[config.mk]
export PLATFORM = sky130hd
export DESIGN_NAME = sliding_window_median
export DESIGN_NICKNAME = d
export VERILOG_FILES = /design/src/swm_pkg.sv /design/src/swm_cell.sv /design/src/sliding_window_median.sv
export SDC_FILE = /design/constraint.sdc
export NUM_CORES = 1
export LEC_CHECK = 0
export ABC_AREA = 1
export BUFFER_PORTS_ARGS = -buffer_cell sky130_fd_sc_hd__buf_2
export CORE_UTILIZATION = 50
export CTS_CLUSTER_SIZE = 16
export DETAILED_ROUTE_END_ITERATION = 10
export PLACE_DENSITY = 0.7
export SLEW_MARGIN = 20
export SYNTH_ARGS = -nofsm -noshare
export SYNTH_HDL_FRONTEND = slang
export SYNTH_HIERARCHICAL = 1
export SYNTH_SLANG_ARGS = --single-unit
[constraint.sdc]
create_clock -name i_clk -period 4.3 [get_ports i_clk]
set_input_delay 0.86 -clock i_clk [delete_from_list [all_inputs] [get_ports i_clk]]
set_output_delay 0.86 -clock i_clk [all_outputs]
set_load 0.005 [all_outputs]
[src/swm_pkg.sv]
// ----------------------------------------------------------------------------
// swm_pkg
// Shared types and constants of the sliding window median filter.
// ----------------------------------------------------------------------------
package swm_pkg;

    localparam int SAMPLE_W     = 16;
    localparam int RAW_W        = 32;
    localparam int COUNT_OUT_W  = 4;

    localparam logic [SAMPLE_W-1:0] SAMPLE_MAX = 16'hFFFF;

    // action codes
    localparam logic ACT_ADD   = 1'b0;
    localparam logic ACT_CLEAR = 1'b1;

    // input beat
    typedef struct packed {
        logic             action;
        logic [RAW_W-1:0] sample_value;
    } t_in;

    // output beat
    typedef struct packed {
        logic [SAMPLE_W-1:0]    median_value;
        logic [COUNT_OUT_W-1:0] valid_count;
    } t_out;

    // one slot of the sorted chain
    typedef struct packed {
        logic                valid;
        logic [SAMPLE_W-1:0] val;
    } t_slot;

endpackage

[src/swm_cell.sv]
// ----------------------------------------------------------------------------
// swm_cell
// One slot of the sorted chain. Holds a sample and its age, and on every
// update takes its value from itself, a neighbor or the new sample so that
// the chain stays sorted after the oldest entry is dropped; a clear empties it.
// ----------------------------------------------------------------------------
module swm_cell
    import swm_pkg::*;
#(
    parameter int DEPTH = 8,
    parameter int AW    = 3
) (
    input  logic                i_clk,
    input  logic                i_rst_n,
    input  logic                i_load,
    input  logic                i_clear,
    input  logic                i_full,
    input  logic [SAMPLE_W-1:0] i_sample,
    input  logic                i_del_le,
    input  logic                i_del_le_prev,
    input  logic                i_le_prev,
    input  t_slot               i_left_slot,
    input  logic [AW-1:0]       i_left_age,
    input  t_slot               i_right_slot,
    input  logic [AW-1:0]       i_right_age,
    output t_slot               o_slot,
    output logic [AW-1:0]       o_age,
    output logic                o_del,
    output logic                o_le
);

    localparam logic [AW-1:0] OLDEST = AW'(DEPTH - 1);

    logic          r_valid;
    logic          n_valid;
    logic [15:0]   r_val;
    logic [15:0]   n_val;
    logic [AW-1:0] r_age;
    logic [AW-1:0] n_age;

    t_slot         self_slot;
    t_slot         rk_slot;
    logic [AW-1:0] rk_age;
    t_slot         rkm1_slot;
    logic [AW-1:0] rkm1_age;

    assign self_slot = '{valid: r_valid, val: r_val};

    // this cell is the oldest entry and leaves on the next add
    assign o_del = r_valid && i_full && (r_age == OLDEST);

    // chain with the oldest entry removed: element k and element k-1
    always_comb begin
        if (i_del_le) begin
            rk_slot = i_right_slot;
            rk_age  = i_right_age;
        end else begin
            rk_slot = self_slot;
            rk_age  = r_age;
        end
        if (i_del_le_prev) begin
            rkm1_slot = self_slot;
            rkm1_age  = r_age;
        end else begin
            rkm1_slot = i_left_slot;
            rkm1_age  = i_left_age;
        end
    end

    assign o_le = rk_slot.valid && (rk_slot.val <= i_sample);

    // pick the next content: remaining element, new sample, or shifted element
    always_comb begin
        n_valid = r_valid;
        n_val   = r_val;
        n_age   = r_age;
        if (i_load) begin
            if (i_clear) begin
                n_valid = 1'b0;
            end else if (o_le) begin
                n_valid = rk_slot.valid;
                n_val   = rk_slot.val;
                n_age   = AW'(rk_age + 1'b1);
            end else if (i_le_prev) begin
                n_valid = 1'b1;
                n_val   = i_sample;
                n_age   = '0;
            end else begin
                n_valid = rkm1_slot.valid;
                n_val   = rkm1_slot.val;
                n_age   = AW'(rkm1_age + 1'b1);
            end
        end
    end

    always_ff @(posedge i_clk) begin
        if (!i_rst_n) begin
            r_valid <= 1'b0;
        end else begin
            r_valid <= n_valid;
        end
    end

    always_ff @(posedge i_clk) begin
        r_val <= n_val;
        r_age <= n_age;
    end

    assign o_slot = self_slot;
    assign o_age  = r_age;

endmodule

[src/sliding_window_median.sv]
// ----------------------------------------------------------------------------
// sliding_window_median
// Median of the last WINDOW_DEPTH samples, kept in a sorted chain of cells.
// ----------------------------------------------------------------------------
//  channel  | signals                              | beat
//  ---------+--------------------------------------+--------------------------
//  input    | i_in_valid, o_in_ready, i_in_data    | add sample or clear
//  output   | o_out_valid, i_out_ready, o_out_data | median and sample count
//
//  For each item, the chain updates at acceptance, and the median is
//  selected from the chain and registered in the next cycle.
//  A new item is taken while the previous result waits, as long as that
//  result leaves the output register in the same cycle.
//  Synchronous active-low reset empties the window; the output stalls freely.
// ----------------------------------------------------------------------------
module sliding_window_median
    import swm_pkg::*;
#(
    parameter int WINDOW_DEPTH = 8
) (
    input  logic i_clk,
    input  logic i_rst_n,
    input  logic i_in_valid,
    output logic o_in_ready,
    input  t_in  i_in_data,
    output logic o_out_valid,
    input  logic i_out_ready,
    output t_out o_out_data
);

    localparam int D     = WINDOW_DEPTH;
    localparam int AW    = (D > 1) ? $clog2(D) : 1;
    localparam int IW    = (D > 1) ? $clog2(D) : 1;
    localparam int CNT_W = $clog2(D + 1);
    localparam logic [CNT_W-1:0] CNT_FULL = CNT_W'(D);

    localparam t_slot EMPTY_SLOT = '{valid: 1'b0, val: '0};

    logic                accept;
    logic [SAMPLE_W-1:0] sample_sat;
    logic                full;

    logic [CNT_W-1:0] r_cnt;
    logic [CNT_W-1:0] n_cnt;
    logic             r_pend;
    logic             r_out_valid;
    t_out             r_out;

    t_slot         slot [D];
    logic [AW-1:0] age  [D];
    logic [D-1:0]  del_mask;
    logic [D-1:0]  le;

    logic [IW-1:0]       med_idx;
    logic [SAMPLE_W-1:0] med_val;

    assign o_in_ready = !r_pend && (!r_out_valid || i_out_ready);
    assign accept     = i_in_valid && o_in_ready;

    // saturate the raw sample to 16 bits
    assign sample_sat = (|i_in_data.sample_value[RAW_W-1:SAMPLE_W]) ? SAMPLE_MAX
                      : i_in_data.sample_value[SAMPLE_W-1:0];

    assign full = (r_cnt == CNT_FULL);

    // sorted chain
    for (genvar k = 0; k < D; k++) begin : g_cell
        logic          del_le;
        logic          del_le_prev;
        logic          le_prev;
        t_slot         left_slot;
        logic [AW-1:0] left_age;
        t_slot         right_slot;
        logic [AW-1:0] right_age;

        assign del_le = |del_mask[k:0];

        if (k == 0) begin : g_first
            assign del_le_prev = 1'b0;
            assign le_prev     = 1'b1;
            assign left_slot   = EMPTY_SLOT;
            assign left_age    = '0;
        end else begin : g_inner
            assign del_le_prev = |del_mask[k-1:0];
            assign le_prev     = le[k-1];
            assign left_slot   = slot[k-1];
            assign left_age    = age[k-1];
        end

        if (k == D - 1) begin : g_last
            assign right_slot = EMPTY_SLOT;
            assign right_age  = '0;
        end else begin : g_mid
            assign right_slot = slot[k+1];
            assign right_age  = age[k+1];
        end

        swm_cell #(
            .DEPTH (D),
            .AW    (AW)
        ) u_cell (
            .i_clk         (i_clk),
            .i_rst_n       (i_rst_n),
            .i_load        (accept),
            .i_clear       (i_in_data.action == ACT_CLEAR),
            .i_full        (full),
            .i_sample      (sample_sat),
            .i_del_le      (del_le),
            .i_del_le_prev (del_le_prev),
            .i_le_prev     (le_prev),
            .i_left_slot   (left_slot),
            .i_left_age    (left_age),
            .i_right_slot  (right_slot),
            .i_right_age   (right_age),
            .o_slot        (slot[k]),
            .o_age         (age[k]),
            .o_del         (del_mask[k]),
            .o_le          (le[k])
        );
    end

    // fill count
    always_comb begin
        n_cnt = r_cnt;
        if (accept) begin
            if (i_in_data.action == ACT_CLEAR) begin
                n_cnt = '0;
            end else if (!full) begin
                n_cnt = CNT_W'(r_cnt + 1'b1);
            end
        end
    end

    // median: slot at index count/2; an empty window has no valid slot
    assign med_idx = IW'(r_cnt >> 1);

    always_comb begin
        med_val = '0;
        for (int k = 0; k < D; k++) begin
            if ((IW'(k) == med_idx) && slot[k].valid) begin
                med_val = slot[k].val;
            end
        end
    end

    // control
    always_ff @(posedge i_clk) begin
        if (!i_rst_n) begin
            r_cnt       <= '0;
            r_pend      <= 1'b0;
            r_out_valid <= 1'b0;
        end else begin
            r_cnt  <= n_cnt;
            r_pend <= accept;
            if (r_pend) begin
                r_out_valid <= 1'b1;
            end else if (i_out_ready) begin
                r_out_valid <= 1'b0;
            end
        end
    end

    // result register
    always_ff @(posedge i_clk) begin
        if (r_pend) begin
            r_out.median_value <= med_val;
            r_out.valid_count  <= COUNT_OUT_W'(r_cnt);
        end
    end

    assign o_out_valid = r_out_valid;
    assign o_out_data  = r_out;

endmodule

# Word-level counts from Yosys, hierarchy flattened
# Cells that the tools add are included.
# word_totals
register_bits	186
in_bits	37
out_inout_bits	22
elab_cells	194
# op_classes
add_sub_neg	9
order_cmp	8
eq_ne	17
mux	81
bitwise	1
reduce_logical	49
# ops
op	count
$mux 16	24
$mux 17	8
$le 16x16->1	8
$mux 3	22
$logic_and 1x1->1	34
$mux 1	25
$add 3x1->3 const B	8
$eq 3x3->1 const B	8
$reduce_or 16->1	1
$eq 3x3->1 const A	4
$mux 4	2
$reduce_or 8->1	1
$reduce_or 7->1	1
$eq 2x3->1 const A	2
$reduce_or 6->1	1
$reduce_or 5->1	1
$add 4x1->4 const B	1
$eq 4x4->1 const B	1
$reduce_and 2->1	2
$reduce_or 4->1	1
$eq 1x3->1 const A	1
$logic_not 3->1	1
$reduce_or 3->1	1
$logic_not 1->1	2
other kinds (5)	5

# Longest topological paths before layout
# logic_depth
ltp_word	10
depth_mapped	30
depth_no_buf	27

# By module
# The synthesis kept the hierarchy.
# modules_own_cells
mod	instances	cells_per_inst	area_each_um2	seq_area_each_um2
swm_cell at g_cell[0].u_cell ...	5	226	1866.8	590.6
swm_cell at g_cell[1].u_cell ...	3	226	1874.3	590.6
sliding_window_median	1	360	2298.5	720.7

# Worst setup path before layout
# OpenSTA, ideal clock, no wires.
# synth_timing
kind	register to register
from	reg, netlist name r_cnt[1]
to	reg g_cell[4].u_cell.r_val[0], enable pin
setup_ns	0.374
arrival_time_ns	4.370
required_time_ns	3.926
slack_ns	-0.443
path_stages_with_launch	24
path_buffers	3
synth_period_minus_slack_ns	4.743
path_cell_list	dfxtp_1 > inv_2 > ha_1 > and3_1 > nand3_1 > nor3_1 > or2_2 > or2_2 > or2_2 > clkbuf_2 > buf_2 > mux2_2 > ha_1 > a21oi_1 > nand2_1 > a21oi_1 > nand2_1 > nand2_2 > nand2_4 > inv_6 > buf_6 > inv_1 > nand3_1 > and2_1
# synth_rtl
item	line_no	source
to (signal assigned)	swm_cell.sv:105	r_val <= n_val;
to (decl)	swm_cell.sv:36	logic [15:0] r_val;

==> impl_summary.log <==
INFO  metric gpl_wtd_cong = a little over 0.9
INFO  metric netlist_top_cells_count = sky130_fd_sc_hd__nand2_1, sky130_fd_sc_hd__inv_1, sky130_fd_sc_hd__o21ai_0
INFO  metric place.port_buffers = 58
INFO  metric comb_power_share = 11.7%
INFO  metric hold_path_end = g_cell[0].u_cell/r_valid$_SDFFE_PN0P_
INFO  metric regToRegSetupSlack = 70 ps
INFO  metric clkTransAtPathRegs = roughly 80 ps
INFO  metric first_global_vias = around 14,000
INFO  metric layout_min_cycle_time = 4230 ps
INFO  metric clock_tree.root_cell = sky130_fd_sc_hd__clkbuf_16
INFO  metric layout-area-overhead-vs-synth = 11.8%
INFO  metric holdPathStages = 2
INFO  metric clock_path_buffers = 2
INFO  metric detail_route.wirelength = 45,100 um
INFO  metric grt_first_pass_wirelength = 71,200 um
INFO  metric critical_path_required = 4420 ps
INFO  metric number_of_antenna_violations_at_the_first_check_in_global_routing = 0
INFO  metric place.detailed.hpwl = 34,700 um
INFO  metric rr_worst_depth = 19
INFO  metric finalClockSkew = 15.1 ps
INFO  metric min_path_type = register to register
INFO  metric clock_tree_from_tritoncts = built
INFO  metric drt-pass1-iter-count = 7
INFO  metric timing.rr.end = g_cell[3].u_cell/r_val[12]$_DFFE_PP_
INFO  metric p_leak = 8.82 nW
INFO  metric ys_top_cells_by_area = sky130_fd_sc_hd__edfxtp_1, sky130_fd_sc_hd__nand2_1, sky130_fd_sc_hd__ha_1
INFO  metric fin_setup_tns = 0 ps
INFO  metric synth_enable_flop_cells = 172
INFO  metric timing.critical_path.to_type = register
INFO  metric report.final.hold_viol_count = 0
INFO  metric fmax = 0.237 GHz
INFO  metric cell_internal_pwr = 3.14 mW
INFO  metric rsz0062_at_grt = true
INFO  metric max-vdd-ir-drop = 0.194 mV
INFO  metric finalCritPeriodShare = 98.3%
INFO  metric finalPower = 4.25 mW
INFO  metric power.share.sequential = 50.4%
INFO  metric synth_cell_area = 0.0173 mm2
INFO  metric grt_remaining_overflow = 0
INFO  metric n_antenna_cell = 0
INFO  metric cts-buffers-inserted = 17
INFO  metric worst_skew_late_latency = 440 ps
INFO  metric postRouteAntennaNets = 0
INFO  metric worst_hold_startpoint = g_cell[0].u_cell/r_valid$_SDFFE_PN0P_
INFO  metric floorplan.initialDensity = about half
INFO  metric cp.arrival = ~4400 ps
INFO  metric drt-initial-drc-count = 1,128
INFO  metric power.density = around 220 mW/mm2
INFO  metric die-width = roughly 190 um
INFO  metric slew_headroom = 27.8%
INFO  metric synth_async_sr_flop_share = 0%
INFO  metric r2r_start = r_cnt[0]$_SDFFE_PN0P_
INFO  metric cts_htree_levels = 4
INFO  metric detail_route.wl_per_cell = 16.5 um
INFO  metric synth_seq_area_share = 31.6%
INFO  metric drc = 0
INFO  metric final-setup-viol-count = 0
INFO  metric start_kind = register
INFO  metric postSynthAreaPerCell = 7.96 um2
INFO  metric finalMaxSlewViolations = 0
INFO  metric p_sw_share = 26.1%
INFO  metric io-pin-count = 59
INFO  metric clock_power_share = 37.9%
INFO  metric worstMarginPinSlew = 1080 ps
INFO  metric synthCells = ~2,200
INFO  metric clkSinkCount = ~190
INFO  metric die_y = about 190 um
INFO  metric status = finished clean
INFO  metric yosys.cell_types.count = 43
INFO  metric dr_total_vias = ~15,000
INFO  metric worst-path-max-fanout = 16
INFO  metric vias_per_cell = ~5.4
INFO  metric post-synth-top-count-cell = sky130_fd_sc_hd__nand2_1
INFO  metric net_total_in_the_final_layout = 2,459
INFO  metric p_sw = between 1 and 1.5 mW
INFO  metric maximum_number_of_pins_on_one_net_before_global_route_repair = 65
INFO  metric synthFlopType = sky130_fd_sc_hd__edfxtp_1
INFO  metric fraction_of_layout_instances_using_a_drive_strength_above_1 = 23.6%
INFO  metric std_cell_rows = between 60 and 70
INFO  metric design.die.area = 0.0353 mm2
INFO  metric timing_worst_setup_path_type = register to register
INFO  metric max_cap_viol_count = 0
INFO  metric std_cell_core_area = around 0.034 mm2
INFO  metric synth_top_area_share = 29.9%
INFO  metric yosys_warnings = 6
INFO  metric post-synth-top-area-cell = sky130_fd_sc_hd__edfxtp_1
INFO  metric gr-usage-all-layers = approximately 25%
INFO  metric postSynthRegisterBits = 186
[what timing repair did]
item,4_1_cts,5_1_grt
hold buffers,0,0
gates resized for setup,12,48
gates cloned,0,10
setup endpoints to repair,161,200
buffers inserted,0,23
pin swaps,0,11
[area by class of cell]
cell class	count	area, um2
sequential	186	5450
fill	2967	14500
clock buffer	19	433
inverter	280	1100
tap	448	561
clock inverter	13	144
multi-input combinational	1654	10400
timing repair buffer	137	1240
[registers in the layout, indices dropped and copies added (netlist names)]
signal	cells
o_out_valid	1
g_cell.u_cell/r_valid	8
r_pend	1
o_out_data	20
g_cell.u_cell/r_val	128
r_cnt	4
g_cell.u_cell/o_age	24
[layout by cell type (no fill, tap or decap), types with 17 or more instances in the layout]
cell type                   netlist  final
sky130_fd_sc_hd__a21oi_1         57     53
sky130_fd_sc_hd__buf_12           0     17
sky130_fd_sc_hd__buf_2           23     58
sky130_fd_sc_hd__buf_4           14     52
sky130_fd_sc_hd__clkbuf_16        0     23
sky130_fd_sc_hd__conb_1           2     48
sky130_fd_sc_hd__edfxtp_1       172    172
sky130_fd_sc_hd__ha_1           146    146
sky130_fd_sc_hd__inv_1          268    266
sky130_fd_sc_hd__mux2_2         120    120
sky130_fd_sc_hd__nand2_1        541    539
sky130_fd_sc_hd__nand2_2         36     38
sky130_fd_sc_hd__nand3_1        112    110
sky130_fd_sc_hd__nand4_1         36     36
sky130_fd_sc_hd__nor2_1          99     98
sky130_fd_sc_hd__o21ai_0        189    179
sky130_fd_sc_hd__o21ai_2        132    132
sky130_fd_sc_hd__xnor2_1         17     17
[worst max-delay path: stages, from the launching register on]
cell,delay (ps)
sky130_fd_sc_hd__dfxtp_1,330
sky130_fd_sc_hd__inv_1,70
sky130_fd_sc_hd__ha_1,200
sky130_fd_sc_hd__and3_4,220
sky130_fd_sc_hd__nand3_2,100
sky130_fd_sc_hd__nor3_4,70
sky130_fd_sc_hd__or2_4,280
sky130_fd_sc_hd__or2_4,300
sky130_fd_sc_hd__or2_4,320
sky130_fd_sc_hd__buf_4,150
sky130_fd_sc_hd__mux2_2,270
sky130_fd_sc_hd__ha_1,280
sky130_fd_sc_hd__nand4_1,130
sky130_fd_sc_hd__nor3_4,300
sky130_fd_sc_hd__nand3_1,140
sky130_fd_sc_hd__nand2_2,110
sky130_fd_sc_hd__nand2_4,80
sky130_fd_sc_hd__buf_4,150
sky130_fd_sc_hd__nand3_1,70
sky130_fd_sc_hd__and2_4,290
[logic make-up (layout without fill, tap and decap cells)]
family	Yosys count	count (layout)	synth area share, %
AO/OA/AOI/OAI	418	418	15.4
flip-flops	186	186	31.6
AND/OR/NAND/NOR	893	896	22.9
adder cells (fa/ha/maj)	146	146	10.6
buffers and inverters	377	449	10.3
other	2	48	0.0435
XOR/XNOR	18	18	0.914
multiplexers	128	128	8.30
[layer usage]
metal,up-vias,part of all wire (%),global-route usage (%)
met4,0,2.3,7.44
li1,7476,-,-
met5,-,0,0
met3,62,4.2,2.70
met2,407,49,43.0
met1,6917,44,33.1
[power by group through the flow]
stage	Combinational (mW)	Clock [mW]	Sequential (mW)
3_3_place_gp	0.464	0	2.18
2_1_floorplan	0.360	0	2.15
3_5_place_dp	0.478	0	2.18
6_report	0.497	1.61	2.15
4_1_cts	0.481	1.63	2.14
5_1_grt	0.555	1.70	2.16
[how the worst max path moves through the flow]
stage          slack [ps]  cells after the start             startpoint                                   end
2_1_floorplan           6                     24  r_cnt[1]$_SDFFE_PN0P_   g_cell[4].u_cell/r_val[0]$_DFFE_PP_
3_3_place_gp          -80                     21  r_cnt[0]$_SDFFE_PN0P_   g_cell[4].u_cell/r_val[0]$_DFFE_PP_
3_5_place_dp         -180                     21  r_cnt[0]$_SDFFE_PN0P_   g_cell[4].u_cell/r_val[0]$_DFFE_PP_
4_1_cts                 3                     22  r_cnt[1]$_SDFFE_PN0P_   g_cell[7].u_cell/r_val[0]$_DFFE_PP_
5_1_grt               -70                     22  r_cnt[1]$_SDFFE_PN0P_   g_cell[5].u_cell/r_val[0]$_DFFE_PP_
6_report               70                     19  r_cnt[0]$_SDFFE_PN0P_  g_cell[3].u_cell/r_val[12]$_DFFE_PP_
[stage by stage]
stage	setup slack (ps)	hold slack, ps	util, %	instance area [um2]	std cells
2_1_floorplan	6.05	409	-	17400	2214
3_3_place_gp	-76.3	496	53.7	18200	2672
3_5_place_dp	-182	505	53.7	18200	2672
4_1_cts	2.87	517	55.6	18800	2704
5_1_grt	-65.9	555	57.1	19300	2737
6_report	72.4	518	57.1	19300	2737
Power figures use the tool's default switching activity.
